<file path="src/rtl/lds_pkg.sv">
package lds_pkg;

   localparam int CFG_BITS      = 12;
   localparam int INTERVAL_BITS = 16;
   localparam int CLASS_BITS    = 8;
   localparam int CSR_IDX_BITS  = 3;
   localparam int CSR_DATA_BITS = 16;
   localparam int DIR_BITS      = 2;

   localparam logic [CSR_IDX_BITS-1:0] CSR_REF_X        = 3'd0;
   localparam logic [CSR_IDX_BITS-1:0] CSR_REF_Y        = 3'd1;
   localparam logic [CSR_IDX_BITS-1:0] CSR_DEADZONE_H   = 3'd2;
   localparam logic [CSR_IDX_BITS-1:0] CSR_DEADZONE_V   = 3'd3;
   localparam logic [CSR_IDX_BITS-1:0] CSR_MIN_INTERVAL = 3'd4;

   localparam logic [CFG_BITS-1:0]      REF_X_RESET        = 12'd960;
   localparam logic [CFG_BITS-1:0]      REF_Y_RESET        = 12'd540;
   localparam logic [CFG_BITS-1:0]      DEADZONE_H_RESET   = 12'd150;
   localparam logic [CFG_BITS-1:0]      DEADZONE_V_RESET   = 12'd100;
   localparam logic [INTERVAL_BITS-1:0] MIN_INTERVAL_RESET = 16'd100;

   localparam logic [DIR_BITS-1:0] DIR_LEFT  = 2'd0;
   localparam logic [DIR_BITS-1:0] DIR_RIGHT = 2'd1;
   localparam logic [DIR_BITS-1:0] DIR_UP    = 2'd2;
   localparam logic [DIR_BITS-1:0] DIR_DOWN  = 2'd3;

   localparam logic                  ACTION_BOX   = 1'b0;
   localparam logic                  ACTION_TICK  = 1'b1;
   localparam logic [CLASS_BITS-1:0] CLASS_PERSON = 8'd0;

   typedef struct packed {
      logic [CFG_BITS-1:0]      ref_x;
      logic [CFG_BITS-1:0]      ref_y;
      logic [CFG_BITS-1:0]      deadzone_horizontal;
      logic [CFG_BITS-1:0]      deadzone_vertical;
      logic [INTERVAL_BITS-1:0] min_interval_ticks;
   } lds_cfg_type;

   typedef struct packed {
      logic                hit;
      logic [DIR_BITS-1:0] dir;
   } lds_decision_type;

endpackage

</file>
<file path="src/rtl/lds_csr.sv">
module lds_csr (
   input  logic                                  clock,
   input  logic                                  reset,
   input  logic                                  csr_valid,
   input  logic                                  csr_ready,
   input  logic [lds_pkg::CSR_IDX_BITS-1:0]      csr_index,
   input  logic [lds_pkg::CSR_DATA_BITS-1:0]     csr_data,
   output lds_pkg::lds_cfg_type                  cfg
);

   lds_pkg::lds_cfg_type cfg_ff;
   lds_pkg::lds_cfg_type cfg_in;

   always_comb begin
      cfg_in = cfg_ff;
      if (csr_valid && csr_ready) begin
         case (csr_index)
            lds_pkg::CSR_REF_X:
               cfg_in.ref_x = csr_data[lds_pkg::CFG_BITS-1:0];
            lds_pkg::CSR_REF_Y:
               cfg_in.ref_y = csr_data[lds_pkg::CFG_BITS-1:0];
            lds_pkg::CSR_DEADZONE_H:
               cfg_in.deadzone_horizontal = csr_data[lds_pkg::CFG_BITS-1:0];
            lds_pkg::CSR_DEADZONE_V:
               cfg_in.deadzone_vertical = csr_data[lds_pkg::CFG_BITS-1:0];
            lds_pkg::CSR_MIN_INTERVAL:
               cfg_in.min_interval_ticks = csr_data[lds_pkg::INTERVAL_BITS-1:0];
            default: ;
         endcase
      end
   end

   always_ff @(posedge clock) begin
      if (reset) begin
         cfg_ff.ref_x               <= lds_pkg::REF_X_RESET;
         cfg_ff.ref_y               <= lds_pkg::REF_Y_RESET;
         cfg_ff.deadzone_horizontal <= lds_pkg::DEADZONE_H_RESET;
         cfg_ff.deadzone_vertical   <= lds_pkg::DEADZONE_V_RESET;
         cfg_ff.min_interval_ticks  <= lds_pkg::MIN_INTERVAL_RESET;
      end else begin
         cfg_ff <= cfg_in;
      end
   end

   assign cfg = cfg_ff;

endmodule

</file>
<file path="src/rtl/lds_core.sv">
module lds_core #(
   parameter int COORD_BITS = 12,
   parameter int TICK_BITS  = 16
) (
   input  logic                                clock,
   input  logic                                reset,
   input  logic                                fire,
   input  lds_pkg::lds_cfg_type                cfg,
   input  logic                                action,
   input  logic [lds_pkg::CLASS_BITS-1:0]      object_class,
   input  logic [COORD_BITS-1:0]               box_left,
   input  logic [COORD_BITS-1:0]               box_top,
   input  logic [COORD_BITS-1:0]               box_width,
   input  logic [COORD_BITS-1:0]               box_height,
   input  logic                                last_in_frame,
   output logic                                emit,
   output logic [lds_pkg::DIR_BITS-1:0]        direction
);

   localparam int AREA_BITS = 2 * COORD_BITS;
   localparam int SUM_BITS  =
      ((COORD_BITS + 2 > lds_pkg::CFG_BITS + 2) ? COORD_BITS + 2 : lds_pkg::CFG_BITS + 2) + 1;
   localparam int CMP_BITS  =
      (TICK_BITS > lds_pkg::INTERVAL_BITS) ? TICK_BITS : lds_pkg::INTERVAL_BITS;
   localparam logic [TICK_BITS-1:0] TICK_MAX = {TICK_BITS{1'b1}};

   logic [AREA_BITS-1:0]  best_area_ff,   best_area_in;
   logic [COORD_BITS-1:0] best_left_ff,   best_left_in;
   logic [COORD_BITS-1:0] best_top_ff,    best_top_in;
   logic [COORD_BITS-1:0] best_width_ff,  best_width_in;
   logic [COORD_BITS-1:0] best_height_ff, best_height_in;
   logic                  have_person_ff, have_person_in;
   logic [TICK_BITS-1:0]  ticks_ff,       ticks_in;

   logic                  is_tick;
   logic                  person;
   logic                  take_new;
   logic                  end_frame;
   logic                  interval_met;
   logic                  decide_now;
   logic [AREA_BITS-1:0]  area;
   lds_pkg::lds_decision_type dec_new;
   lds_pkg::lds_decision_type dec_old;
   lds_pkg::lds_decision_type dec_sel;

   // centres doubled so the half pixel stays exact
   function automatic lds_pkg::lds_decision_type decide(
      input logic [COORD_BITS-1:0] l,
      input logic [COORD_BITS-1:0] t,
      input logic [COORD_BITS-1:0] w,
      input logic [COORD_BITS-1:0] h,
      input lds_pkg::lds_cfg_type  c
   );
      logic [SUM_BITS-1:0] cx2;
      logic [SUM_BITS-1:0] cy2;
      logic [SUM_BITS-1:0] rx2;
      logic [SUM_BITS-1:0] ry2;
      logic [SUM_BITS-1:0] dx2;
      logic [SUM_BITS-1:0] dy2;
      lds_pkg::lds_decision_type d;
      cx2 = (SUM_BITS'(l) << 1) + SUM_BITS'(w);
      cy2 = (SUM_BITS'(t) << 1) + SUM_BITS'(h);
      rx2 = SUM_BITS'(c.ref_x) << 1;
      ry2 = SUM_BITS'(c.ref_y) << 1;
      dx2 = SUM_BITS'(c.deadzone_horizontal) << 1;
      dy2 = SUM_BITS'(c.deadzone_vertical) << 1;
      d.hit = 1'b1;
      d.dir = lds_pkg::DIR_LEFT;
      if (cx2 > rx2 + dx2) begin
         d.dir = lds_pkg::DIR_RIGHT;
      end else if (cx2 + dx2 < rx2) begin
         d.dir = lds_pkg::DIR_LEFT;
      end else if (cy2 + dy2 < ry2) begin
         d.dir = lds_pkg::DIR_UP;
      end else if (cy2 > ry2 + dy2) begin
         d.dir = lds_pkg::DIR_DOWN;
      end else begin
         d.hit = 1'b0;
      end
      return d;
   endfunction

   assign is_tick      = (action == lds_pkg::ACTION_TICK);
   assign person       = !is_tick && (object_class == lds_pkg::CLASS_PERSON);
   assign area         = AREA_BITS'(box_width) * AREA_BITS'(box_height);
   assign take_new     = person && (!have_person_ff || area > best_area_ff);
   assign end_frame    = !is_tick && last_in_frame;
   assign interval_met = CMP_BITS'(ticks_ff) >= CMP_BITS'(cfg.min_interval_ticks);
   assign decide_now   = end_frame && (have_person_ff || person) && interval_met;

   assign dec_new = decide(box_left, box_top, box_width, box_height, cfg);
   assign dec_old = decide(best_left_ff, best_top_ff, best_width_ff, best_height_ff, cfg);
   assign dec_sel = take_new ? dec_new : dec_old;

   assign emit      = fire && decide_now && dec_sel.hit;
   assign direction = dec_sel.dir;

   always_comb begin
      best_area_in   = best_area_ff;
      best_left_in   = best_left_ff;
      best_top_in    = best_top_ff;
      best_width_in  = best_width_ff;
      best_height_in = best_height_ff;
      have_person_in = have_person_ff;
      ticks_in       = ticks_ff;
      if (fire) begin
         if (is_tick) begin
            if (ticks_ff != TICK_MAX) begin
               ticks_in = ticks_ff + TICK_BITS'(1);
            end
         end else begin
            if (take_new) begin
               best_area_in   = area;
               best_left_in   = box_left;
               best_top_in    = box_top;
               best_width_in  = box_width;
               best_height_in = box_height;
               have_person_in = 1'b1;
            end
            if (decide_now) begin
               ticks_in = '0;
            end
            if (end_frame) begin
               best_area_in   = '0;
               have_person_in = 1'b0;
            end
         end
      end
   end

   always_ff @(posedge clock) begin
      if (reset) begin
         best_area_ff   <= '0;
         have_person_ff <= 1'b0;
         ticks_ff       <= '0;
      end else begin
         best_area_ff   <= best_area_in;
         have_person_ff <= have_person_in;
         ticks_ff       <= ticks_in;
      end
   end

   always_ff @(posedge clock) begin
      best_left_ff   <= best_left_in;
      best_top_ff    <= best_top_in;
      best_width_ff  <= best_width_in;
      best_height_ff <= best_height_in;
   end

endmodule

</file>
<file path="src/rtl/largest_box_deadzone_steering.sv">
// Person tracker and steering: takes one box or one tick per clock unless a
// result waits on a stalled output, keeps the largest person box of each
// frame and, at the frame's last box, issues left, right, up or down when the
// box centre lies outside the deadzone and enough ticks have passed since the
// last decision. Throughput is one item every cycle under that condition; the
// last box of a frame goes from the input register through the area multiply
// and centre compares into the result register. The input side stalls only
// while its register is full and a result waits on a stalled output.
module largest_box_deadzone_steering #(
   parameter int COORD_BITS = 12,
   parameter int TICK_BITS  = 16
) (
   input  logic                              clock,
   input  logic                              reset,
   input  logic                              req_valid,
   output logic                              req_stall,
   input  logic                              req_action,
   input  logic [lds_pkg::CLASS_BITS-1:0]    req_object_class,
   input  logic [COORD_BITS-1:0]             req_box_left,
   input  logic [COORD_BITS-1:0]             req_box_top,
   input  logic [COORD_BITS-1:0]             req_box_width,
   input  logic [COORD_BITS-1:0]             req_box_height,
   input  logic                              req_last_in_frame,
   output logic                              rsp_valid,
   input  logic                              rsp_stall,
   output logic [lds_pkg::DIR_BITS-1:0]      rsp_direction,
   input  logic                              csr_valid,
   output logic                              csr_ready,
   input  logic [lds_pkg::CSR_IDX_BITS-1:0]  csr_index,
   input  logic [lds_pkg::CSR_DATA_BITS-1:0] csr_data
);

   lds_pkg::lds_cfg_type cfg;

   logic                           in_v_ff, in_v_in;
   logic                           action_ff;
   logic [lds_pkg::CLASS_BITS-1:0] class_ff;
   logic [COORD_BITS-1:0]          left_ff;
   logic [COORD_BITS-1:0]          top_ff;
   logic [COORD_BITS-1:0]          width_ff;
   logic [COORD_BITS-1:0]          height_ff;
   logic                           last_ff;
   logic                           rsp_v_ff, rsp_v_in;
   logic [lds_pkg::DIR_BITS-1:0]   rsp_dir_ff;

   logic                           req_xfer;
   logic                           fire;
   logic                           emit;
   logic [lds_pkg::DIR_BITS-1:0]   dir;

   assign csr_ready = 1'b1;

   lds_csr u_csr (
      .clock     (clock),
      .reset     (reset),
      .csr_valid (csr_valid),
      .csr_ready (csr_ready),
      .csr_index (csr_index),
      .csr_data  (csr_data),
      .cfg       (cfg)
   );

   // process the held item unless a result is stuck on the output
   assign fire      = in_v_ff && !(rsp_v_ff && rsp_stall);
   assign req_stall = in_v_ff && !fire;
   assign req_xfer  = req_valid && !req_stall;

   lds_core #(
      .COORD_BITS (COORD_BITS),
      .TICK_BITS  (TICK_BITS)
   ) u_core (
      .clock         (clock),
      .reset         (reset),
      .fire          (fire),
      .cfg           (cfg),
      .action        (action_ff),
      .object_class  (class_ff),
      .box_left      (left_ff),
      .box_top       (top_ff),
      .box_width     (width_ff),
      .box_height    (height_ff),
      .last_in_frame (last_ff),
      .emit          (emit),
      .direction     (dir)
   );

   always_comb begin
      in_v_in = in_v_ff;
      if (req_xfer) begin
         in_v_in = 1'b1;
      end else if (fire) begin
         in_v_in = 1'b0;
      end
   end

   always_comb begin
      rsp_v_in = rsp_v_ff;
      if (fire) begin
         rsp_v_in = emit;
      end else if (rsp_v_ff && !rsp_stall) begin
         rsp_v_in = 1'b0;
      end
   end

   always_ff @(posedge clock) begin
      if (reset) begin
         in_v_ff  <= 1'b0;
         rsp_v_ff <= 1'b0;
      end else begin
         in_v_ff  <= in_v_in;
         rsp_v_ff <= rsp_v_in;
      end
   end

   always_ff @(posedge clock) begin
      if (req_xfer) begin
         action_ff <= req_action;
         class_ff  <= req_object_class;
         left_ff   <= req_box_left;
         top_ff    <= req_box_top;
         width_ff  <= req_box_width;
         height_ff <= req_box_height;
         last_ff   <= req_last_in_frame;
      end
      if (emit) begin
         rsp_dir_ff <= dir;
      end
   end

   assign rsp_valid     = rsp_v_ff;
   assign rsp_direction = rsp_dir_ff;

endmodule

</file>
<file path="config.mk">
export PLATFORM = sky130hd
export DESIGN_NAME = largest_box_deadzone_steering
export DESIGN_NICKNAME = d
export VERILOG_FILES = /design/src/rtl/lds_pkg.sv /design/src/rtl/lds_csr.sv /design/src/rtl/lds_core.sv /design/src/rtl/largest_box_deadzone_steering.sv
export SDC_FILE = /design/constraint.sdc
export NUM_CORES = 1
export LEC_CHECK = 0
export ABC_AREA = 1
export BUFFER_PORTS_ARGS = -buffer_cell sky130_fd_sc_hd__buf_2
export CELL_PAD_IN_SITES_DETAIL_PLACEMENT = 1
export CELL_PAD_IN_SITES_GLOBAL_PLACEMENT = 2
export CORE_ASPECT_RATIO = 0.7
export CORE_UTILIZATION = 39
export CTS_CLUSTER_DIAMETER = 50
export CTS_CLUSTER_SIZE = 8
export DETAILED_ROUTE_END_ITERATION = 10
export GPL_TIMING_DRIVEN = 0
export PLACE_DENSITY_LB_ADDON = 0.08
export RECOVER_POWER = 25
export SYNTH_ARGS = -nofsm -noshare
export SYNTH_HDL_FRONTEND = slang
export SYNTH_SLANG_ARGS = --single-unit
</file>
<file path="constraint.sdc">
create_clock -name clock -period 7 [get_ports clock]
set_input_delay 1.75 -clock clock [delete_from_list [all_inputs] [get_ports clock]]
set_output_delay 1.75 -clock clock [all_outputs]
set_load 0.005 [all_outputs]
</file>
# ---- Yosys cells after proc, flatten, opt, wreduce, memory -nomap -nowiden
# Index checks and enable logic that the tools add are counted.
dict set report word_totals {
  reg_bits 215
  latchBits 0
  ram_bits 0
  romBits 0
  in_bits 82
  out_inout_bits 5
  word_cells 113
  n_memories 0
}
dict set report classes {
  add_sub_neg 11
  n_mul 1
  n_div 0
  n_lt_le_gt_ge 10
  n_eq_ne 6
  n_shift 0
  muxes 28
  n_bitwise 1
  n_reduce_logical 34
}
# operator n
set ops {}
lappend ops {{15-bit by 13-bit adder with 15-bit output} 4}
lappend ops {{15-bit > comparator} 4}
lappend ops {{15-bit by 13-bit less-than comparator with 1-bit output} 4}
lappend ops {{13-bit by 12-bit adder with 14-bit output} 4}
lappend ops {{16-bit two-way mux} 3}
lappend ops {{24-bit two-way mux} 2}
lappend ops {{13-bit by 13-bit adder with 14-bit output} 2}
lappend ops {{24-bit > comparator} 1}
lappend ops {{12-bit by 12-bit multiplier with 24-bit output} 1}
lappend ops {{16-bit by 1-bit adder with 16-bit output (second input constant)} 1}
lappend ops {{16-bit >= comparator} 1}
lappend ops {{2-bit two-way mux} 8}
lappend ops {{16-bit != test (second input constant)} 1}
lappend ops {{1-bit two-way mux} 14}
lappend ops {{1-bit logical AND} 12}
lappend ops {{2-bit AND reduction} 5}
lappend ops {{3-bit AND reduction} 3}
lappend ops {{8-bit zero test} 1}
lappend ops {{2-bit nonzero test} 4}
lappend ops {{3-bit by 2-bit == test with 1-bit output (second input constant)} 2}
lappend ops {{1-bit zero test} 6}
lappend ops {{3-bit by 1-bit == test with 1-bit output (second input constant)} 1}
lappend ops {{3-bit == test (second input constant)} 1}
lappend ops {{3-bit zero test} 1}
lappend ops {{4 further kinds} 5}

# ---- Depth between registers and ports, before layout
# Gate-level depths: netlist of run 1.
dict set report depth {
  word_depth 9
  mapped_depth 36
  mapped_depth_nobuf 34
}

# ---- By module
# Synthesis of run 1 repeated with hierarchy kept, for this count alone.
dict set report unflattened {
  hier_cells 2815
  hier_area_um2 21470.6
}
# module instances cells_per_inst area_each_um2 seq_area_each_um2
set modules_own_cells {}
lappend modules_own_cells {lds_core 1 2376 16983.8 2262.2}
lappend modules_own_cells {lds_csr 1 364 2578.7 1281.2}
lappend modules_own_cells {largest_box_deadzone_steering 1 75 1908.1 1841.8}

# ---- Least setup slack after synthesis of run 1
# No wires, ideal clock.
dict set report synth_path {
  path_kind {register to register}
  start {register height_ff[5]}
  end {register u_core.best_area_ff[17]}
  setup_time_ns 0.134
  arrival_ns 6.338
  required_ns 6.866
  setup_slack_ns 0.528
  stages_incl_launch_ff 35
  path_buffers 2
  period_less_slack_ns 6.472
  cell_sequence {edfxtp_1 clkbuf_1 nand2_1 fa_1 fa_1 fa_1 inv_1 fa_1 inv_1 fa_1 inv_1 ha_1 nand2_1 nand2_1 a31oi_1 nand2_1 a21oi_1 o21bai_1 xnor2_1 inv_1 ha_1 nand2_1 inv_1 nand4_2 nor2_2 nand2_1 nand3_1 nand2_1 nand2_2 nand3_4 inv_4 a21oi_4 buf_6 nand2_2 a21oi_2}
}
dict set report synth_between {
  elab_chain_cells 6
  elab_cells_between_ends 8
  classes_between {1 x mul; 1 x order compare; 2 x mux; 4 x reduce/logical}
}
# element line_no
set synth_lines {}
lappend synth_lines {{from (decl)} largest_box_deadzone_steering.sv:41} ;# logic [COORD_BITS-1:0] height_ff;
lappend synth_lines {{from (signal assigned)} largest_box_deadzone_steering.sv:122} ;# height_ff <= req_box_height;
lappend synth_lines {{12-bit by 12-bit multiplier with 24-bit output *} lds_core.sv:85} ;# assign area = AREA_BITS'(box_width) * AREA_BITS'(box_height);
lappend synth_lines {{24-bit > comparator} lds_core.sv:86} ;# assign take_new = person && (!have_person_ff || area > best_area_ff);
lappend synth_lines {{1-bit logical OR} lds_core.sv:86}
lappend synth_lines {{1-bit logical AND} lds_core.sv:86}
lappend synth_lines {{2-bit nonzero test (no line)} n/a}
lappend synth_lines {{3-bit AND reduction (no line)} n/a}
lappend synth_lines {{to (signal assigned)} lds_core.sv:137} ;# best_area_ff <= best_area_in;
lappend synth_lines {{to (decl)} lds_core.sv:27} ;# logic [AREA_BITS-1:0] best_area_ff, best_area_in;
# Mark *: on every way between the ends. The rest lies on a longest branch, timed or not. The select of a mux whose other input is x is not followed.
# A chain may end at the register's enable or synchronous reset.

# ---- Worst setup path after layout of run 1
dict set report layout_path {
  start {register width_ff[2]}
  end {register u_core.best_area_ff[12]}
}
dict set report layout_between {
  elab_chain_cells 6
  elab_cells_between_ends 8
  classes_between {1 x mul; 1 x order compare; 2 x mux; 4 x reduce/logical}
}
# element line_no
set layout_lines {}
lappend layout_lines {{from (decl)} largest_box_deadzone_steering.sv:40} ;# logic [COORD_BITS-1:0] width_ff;
lappend layout_lines {{from (signal assigned)} largest_box_deadzone_steering.sv:121} ;# width_ff <= req_box_width;
lappend layout_lines {{12-bit by 12-bit multiplier with 24-bit output *} lds_core.sv:85}
lappend layout_lines {{24-bit > comparator} lds_core.sv:86}
lappend layout_lines {{1-bit logical OR} lds_core.sv:86}
lappend layout_lines {{1-bit logical AND} lds_core.sv:86}
lappend layout_lines {{2-bit nonzero test (no line)} n/a}
lappend layout_lines {{3-bit AND reduction (no line)} n/a}
# Marked as above.

==> key figures, run 1 <==
Layout
  – Syn-to-layout area delta: 19.54%
  – Share of layout cells above drive strength 1: 0.1301
  – Fin cells: 3602
  – Post-route core utilization: 0.4754
  – ANT cells: 0
  – Fin nets: 3364

Clock network
  – TritonCTS sink count: 215
  – TritonCTS Buffers: 39
  – H-Tree Level Count: 2
  – Hold_buf cts: 0
  – Longest Clk Path Bufs: 3
  – CTS tree: yes
  – Clk_lat worst skew: 0.55 ns
  – Clock transition at path regs: 0.06 ns
  – CTS root buffer: clkbuf_16

Detailed routing
  – Avg Vias per Cell: 5.150
  – DRC: 0
  – Total wire length: 72.55 mm
  – Initial DRC count: 922
  – Detailed Routing Iterations Pass 1: 5
  – Wirelength per Cell: 20.14 µm
  – Vias: 18550
  – Routed Antenna Nets: 0

Logic synthesis
  – Yosys cell types: 53
  – Post-synth EDFFs: 108
  – Syn Inst Count: 2661
  – Prevailing post-synth register cell: edfxtp_1
  – Synth Net Count: 3168
  – Synth Register Bits: 215
  – Seq/Total Area, Yosys: 0.2573
  – Asr flop ratio synth: 0
  – Ys Warns: 0
  – Synth Area per Inst: 7.866 µm²
  – Mapped Area: 0.02093 mm²

STA
  – Tcrit/Tclk final: 0.9816
  – WHS: 0.4425 ns
  – Setup violations, final: 0
  – Minimum clock period: 6.871 ns
  – Maximum clock frequency: 145.5 MHz
  – Slew HR: 0.4168
  – Setup TNS Final: 0 ns
  – Clock skew: 0.02230 ns
  – Worst-margin pin slew: 0.8715 ns
  – Final Hold Viols: 0
  – Slew Viols, Final: 0

Placement
  – # port buffers: 84
  – HPWL Detailed: 57.71 mm
  – Dpl cells: 3466
  – GPL Wtd Cong: 0.8876

Worst setup path
  – Slowest stage delay, CP: 0.53 ns
  – Slowest cell on the critical path: fa_1
  – Most frequent CP cell: fa_1
  – CP arrival: 7.34 ns
  – CP Max Fanout: 13
  – CP Class: flip-flop to flip-flop
  – Worst Path Required: 7.47 ns
  – Startpoint Class: flip-flop
  – Crit end category: flip-flop

Global route
  – First-pass GRT wire length: 110.4 mm
  – Number of global-route vias before repair: 19150
  – Antenna violations before repair: 3
  – Grt ovf: 0
  – Tot GR Track Use: 0.2651
  – Pin count of the biggest net entering global routing: 42

Flow run
  – Maxcap violations: 0

Floorplan
  – Die height: 195.8 µm
  – Top Ports: 87
  – Core area: 0.05264 mm²
  – Cell row count: 70
  – Starting density of the core: 0.3976
  – Die Wd: 278.9 µm
  – Die Area: 0.05461 mm²

Power and ir drop
  – Total Power: 0.01293 W
  – Leakage power: 12.15 nW
  – Power Dens Cells: 516.8 mW/mm²
  – Peak supply drop: 0.7214 mV

Min path
  – Hold WC Path Type: flip-flop to flip-flop

Outcome
  – Status: completed
[cell usage in the layout, fill, tap and decap left out, types with 48 or more instances in the layout]
cell,count
edfxtp_1,108
fa_1,107
nor2_1,181
buf_4,48
a21oi_1,208
dfxtp_1,107
inv_1,448
buf_2,89
xnor2_1,53
xor2_1,65
nand2_1,570
o21ai_0,96
nand3_1,89
ha_1,297
[power by group]
part / internal [W] / total (W) / switching (W)
Combinational: 0.00381 / 0.00966 / 0.00585
Clock: 0.00116 / 0.00186 / 0.000702
Sequential: 0.00137 / 0.00141 / 0.0000399
[metrics by stage]
step | worst slack (ns) | area [µm²]
3_5_place_dp | -1.214 | 22270
4_1_cts | 0.0004983 | 24300
3_3_place_gp | -1.170 | 22250
6_report | 0.1291 | 25020
5_1_grt | -0.1193 | 25020
2_1_floorplan | 0.5279 | 20930
[routing by layer]
metal / track usage / wire, µm / vias to the layer above
met4: 0.05230 / 1185 / 0
met1: 0.3870 / 36340 / 9074
met5: 0 / 0 / -
met2: 0.4065 / 31000 / 378
li1: - / - / 9028
met3: 0.04990 / 4031 / 70
[cells in the mapped netlist (3+ instances only)]
cell type,number,share of area
dfxtp_1,107,0.10
fa_1,110,0.11
o211ai_1,19,0.0068
a211oi_1,3,0.0011
nor3_1,30,0.0072
clkbuf_1,43,0.0077
and2_1,3,0.00090
nand4_1,15,0.0045
a21oi_1,225,0.054
o21a_1,7,0.0025
o21bai_1,5,0.0018
or2_2,3,0.00090
xnor2_1,57,0.024
o21ai_0,100,0.024
nor2_1,187,0.034
a21boi_0,6,0.0022
xor2_1,72,0.030
nor2_2,3,0.00090
inv_1,460,0.082
nand2_2,14,0.0042
a31oi_1,20,0.0060
nor4_1,5,0.0015
edfxtp_1,108,0.15
nor3b_1,3,0.0011
nand3_1,98,0.023
nand2_1,589,0.11
a21o_1,11,0.0039
a21oi_2,10,0.0042
ha_1,315,0.19
buf_6,4,0.0022
[what timing repair did]
| item | CTS | global route |
|---|---|---|
| endpoints found under the setup margin | 78 | 78 |
| hold endpoints to repair | 0 | 0 |
| buffers inserted | 38 | 25 |
| resized for setup | 110 | 129 |
| pin swaps | 22 | 51 |
| gates cloned | 5 | 2 |
[logic make-up after synthesis]
kind of cell             share of synthesized area
AO/OA/AOI/OAI                               0.1124
other                                    0.0001792
AND/OR/NAND/NOR                             0.1877
XOR/XNOR                                   0.05398
buffers and inverters                      0.09498
flip-flops                                  0.2573
adder cells (fa/ha/maj)                     0.2935
[path summary, 6_finish.rpt]
check	start	end	slack, ns	cells past startpoint
max	width_ff[2]	u_core.best_area_ff[12]	0.13	34
min	top_ff[8]	u_core.best_top_ff[8]	0.44	0
max reg2reg	width_ff[2]	u_core.best_area_ff[12]	0.13	34
min reg2reg	top_ff[8]	u_core.best_top_ff[8]	0.44	0
[registers in the layout, indices dropped and copies added, names as in the netlist, 8 cells and up]
name                   cells
u_core.best_top_ff        12
u_core.ticks_ff           16
u_csr.cfg                 64
u_core.best_height_ff     12
class_ff                   8
u_core.best_left_ff       12
u_core.best_width_ff      12
height_ff                 12
left_ff                   12
width_ff                  12
u_core.best_area_ff       24
top_ff                    12
[area by class of cell]
class | instances | area, µm²
plain buffers | 53 | 380.4
well taps | 720 | 900.9
inverters | 462 | 1765
flip-flops and latches | 215 | 5385
repair inverters | 3 | 36.28
clock buffers | 56 | 1134
clock inverters | 10 | 108.9
fillers | 6386 | 27620
repair buffers | 152 | 1028
multi-input cells | 1931 | 14280
[critical path: cells and delay by family, from the launching register on]
family                   cells  cell delay, ns
flip-flops                   1            0.52
AND/OR/NAND/NOR              9            0.70
buffers and inverters       10            1.04
adder cells (fa/ha/maj)      7            3.01
AO/OA/AOI/OAI                7            1.36
XOR/XNOR                     1            0.14
(Power assumes the default switching activity.)
==> run 2: changes to the inputs <==
--- a/config.mk
+++ b/config.mk
@@ -5,12 +5,9 @@
 export SDC_FILE = /design/constraint.sdc
 export NUM_CORES = 1
 export LEC_CHECK = 0
-export ABC_AREA = 1
 export BUFFER_PORTS_ARGS = -buffer_cell sky130_fd_sc_hd__buf_2
-export CELL_PAD_IN_SITES_DETAIL_PLACEMENT = 1
-export CELL_PAD_IN_SITES_GLOBAL_PLACEMENT = 2
 export CORE_ASPECT_RATIO = 0.7
-export CORE_UTILIZATION = 39
+export CORE_UTILIZATION = 50
 export CTS_CLUSTER_DIAMETER = 50
 export CTS_CLUSTER_SIZE = 8
 export DETAILED_ROUTE_END_ITERATION = 10
==> key figures, run 2 <==
Worst setup path
  – Startpoint Class: flip-flop
  – FF-to-FF End: rsp_direction[0]
  – Slowest cell on the critical path: fa_1
  – CP delay by family, top: adder cells
  – Most frequent CP cell: fa_1
  – CP Class: flip-flop to flip-flop
  – Slowest stage delay, CP: 0.55 ns
  – Worst Path Required: 7.28 ns
  – Buf/Inv on CP: 7
  – Worst R2R Start: width_ff[7]
  – CP Max Fanout: 3
  – Crit end category: flip-flop
  – Register-to-Register Path Depth: 28
  – Setup slack on the worst flop-to-flop path: -0.65 ns
  – CP arrival: 7.93 ns

STA
  – Minimum clock period: 7.647 ns
  – Clock skew: 0.02449 ns
  – Tcrit/Tclk final: 1.092
  – Slew HR: 0.2799
  – WHS: 0.4533 ns
  – RSZ-0062 raised after global routing: true
  – Setup violations, final: 78
  – Worst-margin pin slew: 1.080 ns
  – Final Hold Viols: 0
  – Final setup margin: -0.6465 ns
  – Maximum clock frequency: 130.8 MHz
  – Slew Viols, Final: 0

Detailed routing
  – Routed Antenna Nets: 0
  – Initial DRC count: 1077
  – DRC: 0
  – Vias: 16680
  – Detailed Routing Iterations Pass 1: 6
  – Wirelength per Cell: 19.29 µm
  – Avg Vias per Cell: 5.616
  – Total wire length: 57.32 mm

Floorplan
  – Top Ports: 87
  – Die Wd: 241.7 µm
  – Cell row count: 61
  – Core area: 0.03969 mm²
  – Starting density of the core: 0.5068
  – Die height: 169.8 µm
  – Die Area: 0.04105 mm²

Power and ir drop
  – Peak supply drop: 0.7785 mV
  – Leakage power: 10.52 nW
  – Power Dens Cells: 391.1 mW/mm²

Min path
  – Worst hold start: top_ff[0]
  – Hold path cells: 0
  – Min-Delay Endpoint: u_core.best_top_ff[0]
  – Hold WC Path Type: flip-flop to flip-flop

Logic synthesis
  – Syn Inst Count: 2209
  – Synth Area in Simple Gates: 0.1589
  – Synth Area in Compound Gates: 0.1624
  – Synth Register Bits: 215
  – Prevailing post-synth register cell: edfxtp_1
  – Synth Area per Inst: 9.106 µm²
  – Post-synth EDFFs: 108
  – Cell with the most instances after synthesis: ha_1
  – Ys Warns: 0
  – Synth Net Count: 2716
  – Post-synthesis mux area share: 0.0009953
  – Yosys cell types: 87
  – Xor-xnor portion of the synthesized cell area: 0.04877
  – Largest family of logic cells by synthesized area: adder cells
  – Mapped Area: 0.02011 mm²
  – Asr flop ratio synth: 0
  – Area leader, netlist: ha_1
  – Adder-cell area share of the yosys netlist: 0.3054
  – Post-synth top cells: ha_1 (315), nand2_1 (268), inv_1 (243)
  – Seq/Total Area, Yosys: 0.2677
  – Top cell type's share of synthesized area: 0.1959
  – Top cells by area, synth: ha_1 (20%), edfxtp_1 (16%), fa_1 (11%)

Clock network
  – Hold_buf cts: 0
  – H-Tree Level Count: 2
  – TritonCTS Buffers: 36
  – Longest Clk Path Bufs: 3
  – Clock transition at path regs: 0.05 ns
  – Clk_lat worst skew: 0.53 ns
  – CTS root buffer: clkbuf_16
  – TritonCTS sink count: 215
  – CTS tree: yes

Layout
  – Commonest non-fill, non-tap cell in the layout: ha_1
  – Fin cells: 2971
  – Post-route core utilization: 0.5974
  – Fill cell count: 3460
  – Fin nets: 2925
  – ANT cells: 0
  – Syn-to-layout area delta: 17.88%
  – Share of layout cells above drive strength 1: 0.1326
  – Max reg flops: 64
  – Commonest cells after routing, fill and taps aside: ha_1 (307), nand2_1 (266), inv_1 (232)

Placement
  – Pre-CTS setup slack: -1.782 ns
  – Dpl cells: 2831
  – HPWL Detailed: 44.38 mm
  – GPL Wtd Cong: 0.9255
  – # port buffers: 85

Outcome
  – Failing checks: setup timing
  – Status: finished with violations

Global route
  – Antenna violations before repair: 1
  – First-pass GRT wire length: 90.23 mm
  – Grt ovf: 0
  – Pin count of the biggest net entering global routing: 27
  – Number of global-route vias before repair: 16120
  – Tot GR Track Use: 0.2819

Flow run
  – Maxcap violations: 0
## run 2: how the worst max path moves through the flow
stage	depth (start not counted)	start	to	slack [ns]
6_report	28	width_ff[7]	rsp_direction[0]	-0.65
5_1_grt	33	height_ff[3]	u_core.best_area_ff[10]	-0.91
4_1_cts	29	width_ff[7]	u_core.best_area_ff[22]	-0.58
3_5_place_dp	28	height_ff[6]	u_core.best_height_ff[8]	-1.78
3_3_place_gp	26	height_ff[6]	u_core.best_height_ff[9]	-1.74
2_1_floorplan	26	width_ff[7]	u_core.best_height_ff[0]	-0.08
## run 2: cells by family (layout without fill, tap and decap cells)
family | count (synthesis) | count (layout)
xor gates and xnor gates | 112 | 112
DFF | 215 | 215
muxes | 2 | 2
buffers and inverters | 297 | 521
and+or+nand+nor | 669 | 672
adders and majority gates | 425 | 425
other | 1 | 1
AOI/OAI and AO/OA | 488 | 488
## run 2: area by class of cell
cell class,instances,area (µm²),share of cell area
Inverter,244,915.9,0.03863
Timing Repair Buffer,169,1212,0.05113
Sequential cell,215,5385,0.2271
Buffer,52,391.6,0.01652
Clock inverter,5,72.57,0.003061
Multi-Input combinational cell,1700,14030,0.5918
Tap cell,535,669.4,0.02823
Clock buffer,51,1031,0.04348
## run 2: worst reg2reg max path, delay by kind of cell (launching register included)
kind	cells	cell delay, ns
fa+ha+maj	7	3.11
compound gates	10	2.36
buf+inv	7	0.86
flops	1	0.49
simple gates	3	0.38
xor+xnor	1	0.20
## run 2: what timing repair did
item,in CTS,in global routing
endpoints found under the setup margin,78,78
cloned,6,1
pin swaps,23,44
gates resized for setup,66,66
buffers inserted,62,16
## run 2: power breakdown
part | leakage, nW | internal [W] | switching (W)
combinational | 8.10 | 0.00265 | 0.00354
clock | 0.534 | 0.00105 | 0.000620
sequential | 1.88 | 0.00137 | 0.0000408
total | 10.5 | 0.00507 | 0.00420
## run 2: metrics by stage
stage | cell area [µm²] | power (W) | TNS [ns]
after floorplan | 20290 | 0.005377 | -3.752
after global placement | 21390 | 0.006637 | -127.56
after detailed placement | 21440 | 0.006745 | -131.30
after CTS | 23400 | 0.008902 | -33.55
after global routing | 23710 | 0.01005 | -58.70
final | 23710 | 0.009272 | -37.22
## run 2: per-layer routing
metal,global-route usage,up-vias,wire length [µm]
met5,0.01765,-,113
met4,0.06054,4,1266
met3,0.06324,101,4910
met2,0.4243,514,23810
met1,0.4098,7885,27220
li1,-,8180,-
==> run 3: changes to the inputs <==
--- a/config.mk
+++ b/config.mk
@@ -7,13 +7,14 @@
 export LEC_CHECK = 0
 export BUFFER_PORTS_ARGS = -buffer_cell sky130_fd_sc_hd__buf_2
 export CORE_ASPECT_RATIO = 0.7
-export CORE_UTILIZATION = 50
+export CORE_UTILIZATION = 45
 export CTS_CLUSTER_DIAMETER = 50
 export CTS_CLUSTER_SIZE = 8
 export DETAILED_ROUTE_END_ITERATION = 10
 export GPL_TIMING_DRIVEN = 0
 export PLACE_DENSITY_LB_ADDON = 0.08
 export RECOVER_POWER = 25
+export SETUP_SLACK_MARGIN = 0.05
 export SYNTH_ARGS = -nofsm -noshare
 export SYNTH_HDL_FRONTEND = slang
 export SYNTH_SLANG_ARGS = --single-unit
==> key figures, run 3 (synthesized netlist as in run 2, its figures left out) <==
Outcome
  – Status: finished with violations
  – Failing checks: setup timing

Clock network
  – H-Tree Level Count: 2
  – Longest Clk Path Bufs: 3
  – CTS tree: yes
  – Hold_buf cts: 0
  – TritonCTS Buffers: 36
  – TritonCTS sink count: 215
  – Clk_lat worst skew: 0.53 ns
  – CTS root buffer: clkbuf_16
  – Clock transition at path regs: 0.05 ns

Detailed routing
  – Detailed Routing Iterations Pass 1: 7
  – Wirelength per Cell: 19.57 µm
  – Initial DRC count: 1082
  – Vias: 16590
  – Avg Vias per Cell: 5.483
  – Total wire length: 59.23 mm
  – DRC: 0
  – Routed Antenna Nets: 0

Global route
  – Tot GR Track Use: 0.2623
  – Pin count of the biggest net entering global routing: 31
  – Number of global-route vias before repair: 15720
  – First-pass GRT wire length: 90.16 mm
  – Antenna violations before repair: 2
  – Grt ovf: 0

Layout
  – Max reg flops: 64
  – Register area: 0.005385 mm²
  – Commonest non-fill, non-tap cell in the layout: ha_1
  – Area of the multi-input gates: 0.01418 mm²
  – Fin nets: 2922
  – Syn-to-layout area delta: 18.69%
  – Commonest cells after routing, fill and taps aside: ha_1 (307), nand2_1 (263), inv_1 (232)
  – Fin cells: 3026
  – Fill cell count: 3996
  – Share of layout cells above drive strength 1: 0.1415

Worst setup path
  – Slowest stage delay, CP: 0.58 ns
  – CP Class: flip-flop to flip-flop
  – Register-to-Register Path Depth: 30
  – FF-to-FF End: u_core.best_area_ff[22]
  – Crit. Startpoint: height_ff[8]
  – Setup slack on the worst flop-to-flop path: -0.64 ns
  – Most frequent CP cell: inv_2
  – Slowest cell on the critical path: fa_2
  – Worst Path Required: 7.46 ns
  – Crit end category: flip-flop
  – CP Max Fanout: 6
  – Worst R2R Start: height_ff[8]
  – Startpoint Class: flip-flop
  – CP arrival: 8.10 ns

Placement
  – Pre-CTS setup slack: -1.838 ns
  – HPWL Detailed: 45.96 mm
  – GPL Wtd Cong: 0.8921
  – # port buffers: 85
  – Dpl cells: 2889

STA
  – Slew Viols, Final: 0
  – RSZ-0062 raised after global routing: true
  – Slew HR: 0.3083
  – Final setup margin: -0.6354 ns
  – Final Hold Viols: 0
  – Clock skew: 0.03019 ns
  – Worst-margin pin slew: 1.038 ns
  – Tcrit/Tclk final: 1.091
  – Maximum clock frequency: 131.0 MHz
  – Minimum clock period: 7.635 ns
  – Setup violations, final: 78

Min path
  – Hold path cells: 0
  – Worst hold start: left_ff[4]
  – Hold WC Path Type: flip-flop to flip-flop
  – Min-Delay Endpoint: u_core.best_left_ff[4]

Floorplan
  – Core area: 0.04388 mm²
  – Top Ports: 87
  – Die Wd: 254.7 µm
  – Starting density of the core: 0.4584
  – Cell row count: 64
  – Die height: 178.9 µm
  – Die Area: 0.04556 mm²

Power and ir drop
  – Peak supply drop: 0.7693 mV
  – Power Dens Cells: 400.5 mW/mm²
  – Leakage power: 10.53 nW

Flow run
  – Maxcap violations: 0
[run 3: how the worst max path moves through the flow]
| stage | slack, ns | cells after the start | end |
|---|---|---|---|
| 2_1_floorplan | -0.08 | 26 | u_core.best_height_ff[0] |
| 3_3_place_gp | -1.78 | 26 | u_core.best_top_ff[7] |
| 3_5_place_dp | -1.84 | 26 | u_core.best_top_ff[7] |
| 4_1_cts | -0.61 | 29 | u_core.best_area_ff[22] |
| 5_1_grt | -0.84 | 28 | u_core.best_area_ff[22] |
| 6_report | -0.64 | 30 | u_core.best_area_ff[22] |
[run 3: worst max-delay path: cells and delay by family, from the launching register on]
family,cells,cell delay [ns]
adder cells (fa/ha/maj),7,3.19
AND/OR/NAND/NOR,12,2.65
buffers and inverters,8,0.86
flip-flops,1,0.51
AO/OA/AOI/OAI,3,0.33
[run 3: area by class of cell]
type / instances / share of cell area
Multi-Input combinational cell: 1700 / 0.5938
Sequential cell: 215 / 0.2256
Timing Repair Buffer: 167 / 0.05183
Clock buffer: 47 / 0.04077
Inverter: 244 / 0.03836
Tap cell: 594 / 0.03113
Buffer: 51 / 0.01588
Clock inverter: 7 / 0.002516
Antenna cell: 1 / 0.0001048
[run 3: where the power goes]
group	switching (W)	internal [W]	leakage, nW
Sequential	0.0000405	0.00137	1.88
Clock	0.000617	0.000968	0.500
Combinational	0.00371	0.00286	8.15
Total	0.00437	0.00519	10.5
[run 3: stage by stage]
step	cell area [µm²]	utilization	hold slack, ns	TNS, ns	total power, W
5_1_grt	23870	0.5440	0.4664	-51.88	0.01043
3_5_place_dp	21490	0.4897	0.4479	-136.40	0.006796
2_1_floorplan	20290	-	0.4334	-3.784	0.005377
6_report	23870	0.5441	0.4578	-34.54	0.009562
4_1_cts	23570	0.5372	0.4565	-37.65	0.008903
3_3_place_gp	21460	0.4891	0.4405	-131.76	0.006701
[run 3: per-layer routing]
layer / vias to the layer above / track usage / wire length [µm]
li1: 8162 / - / -
met1: 7856 / 0.3796 / 28110
met2: 497 / 0.3858 / 24840
met3: 78 / 0.07796 / 5270
met4: 0 / 0.04815 / 1006
met5: - / 0 / 0
[run 3: timing repair]
item,in CTS,in global routing
pin swaps,32,74
resized for setup,91,90
cloned,9,0
hold endpoints to repair,0,0
setup buffers,63,16
setup endpoints to repair,78,78
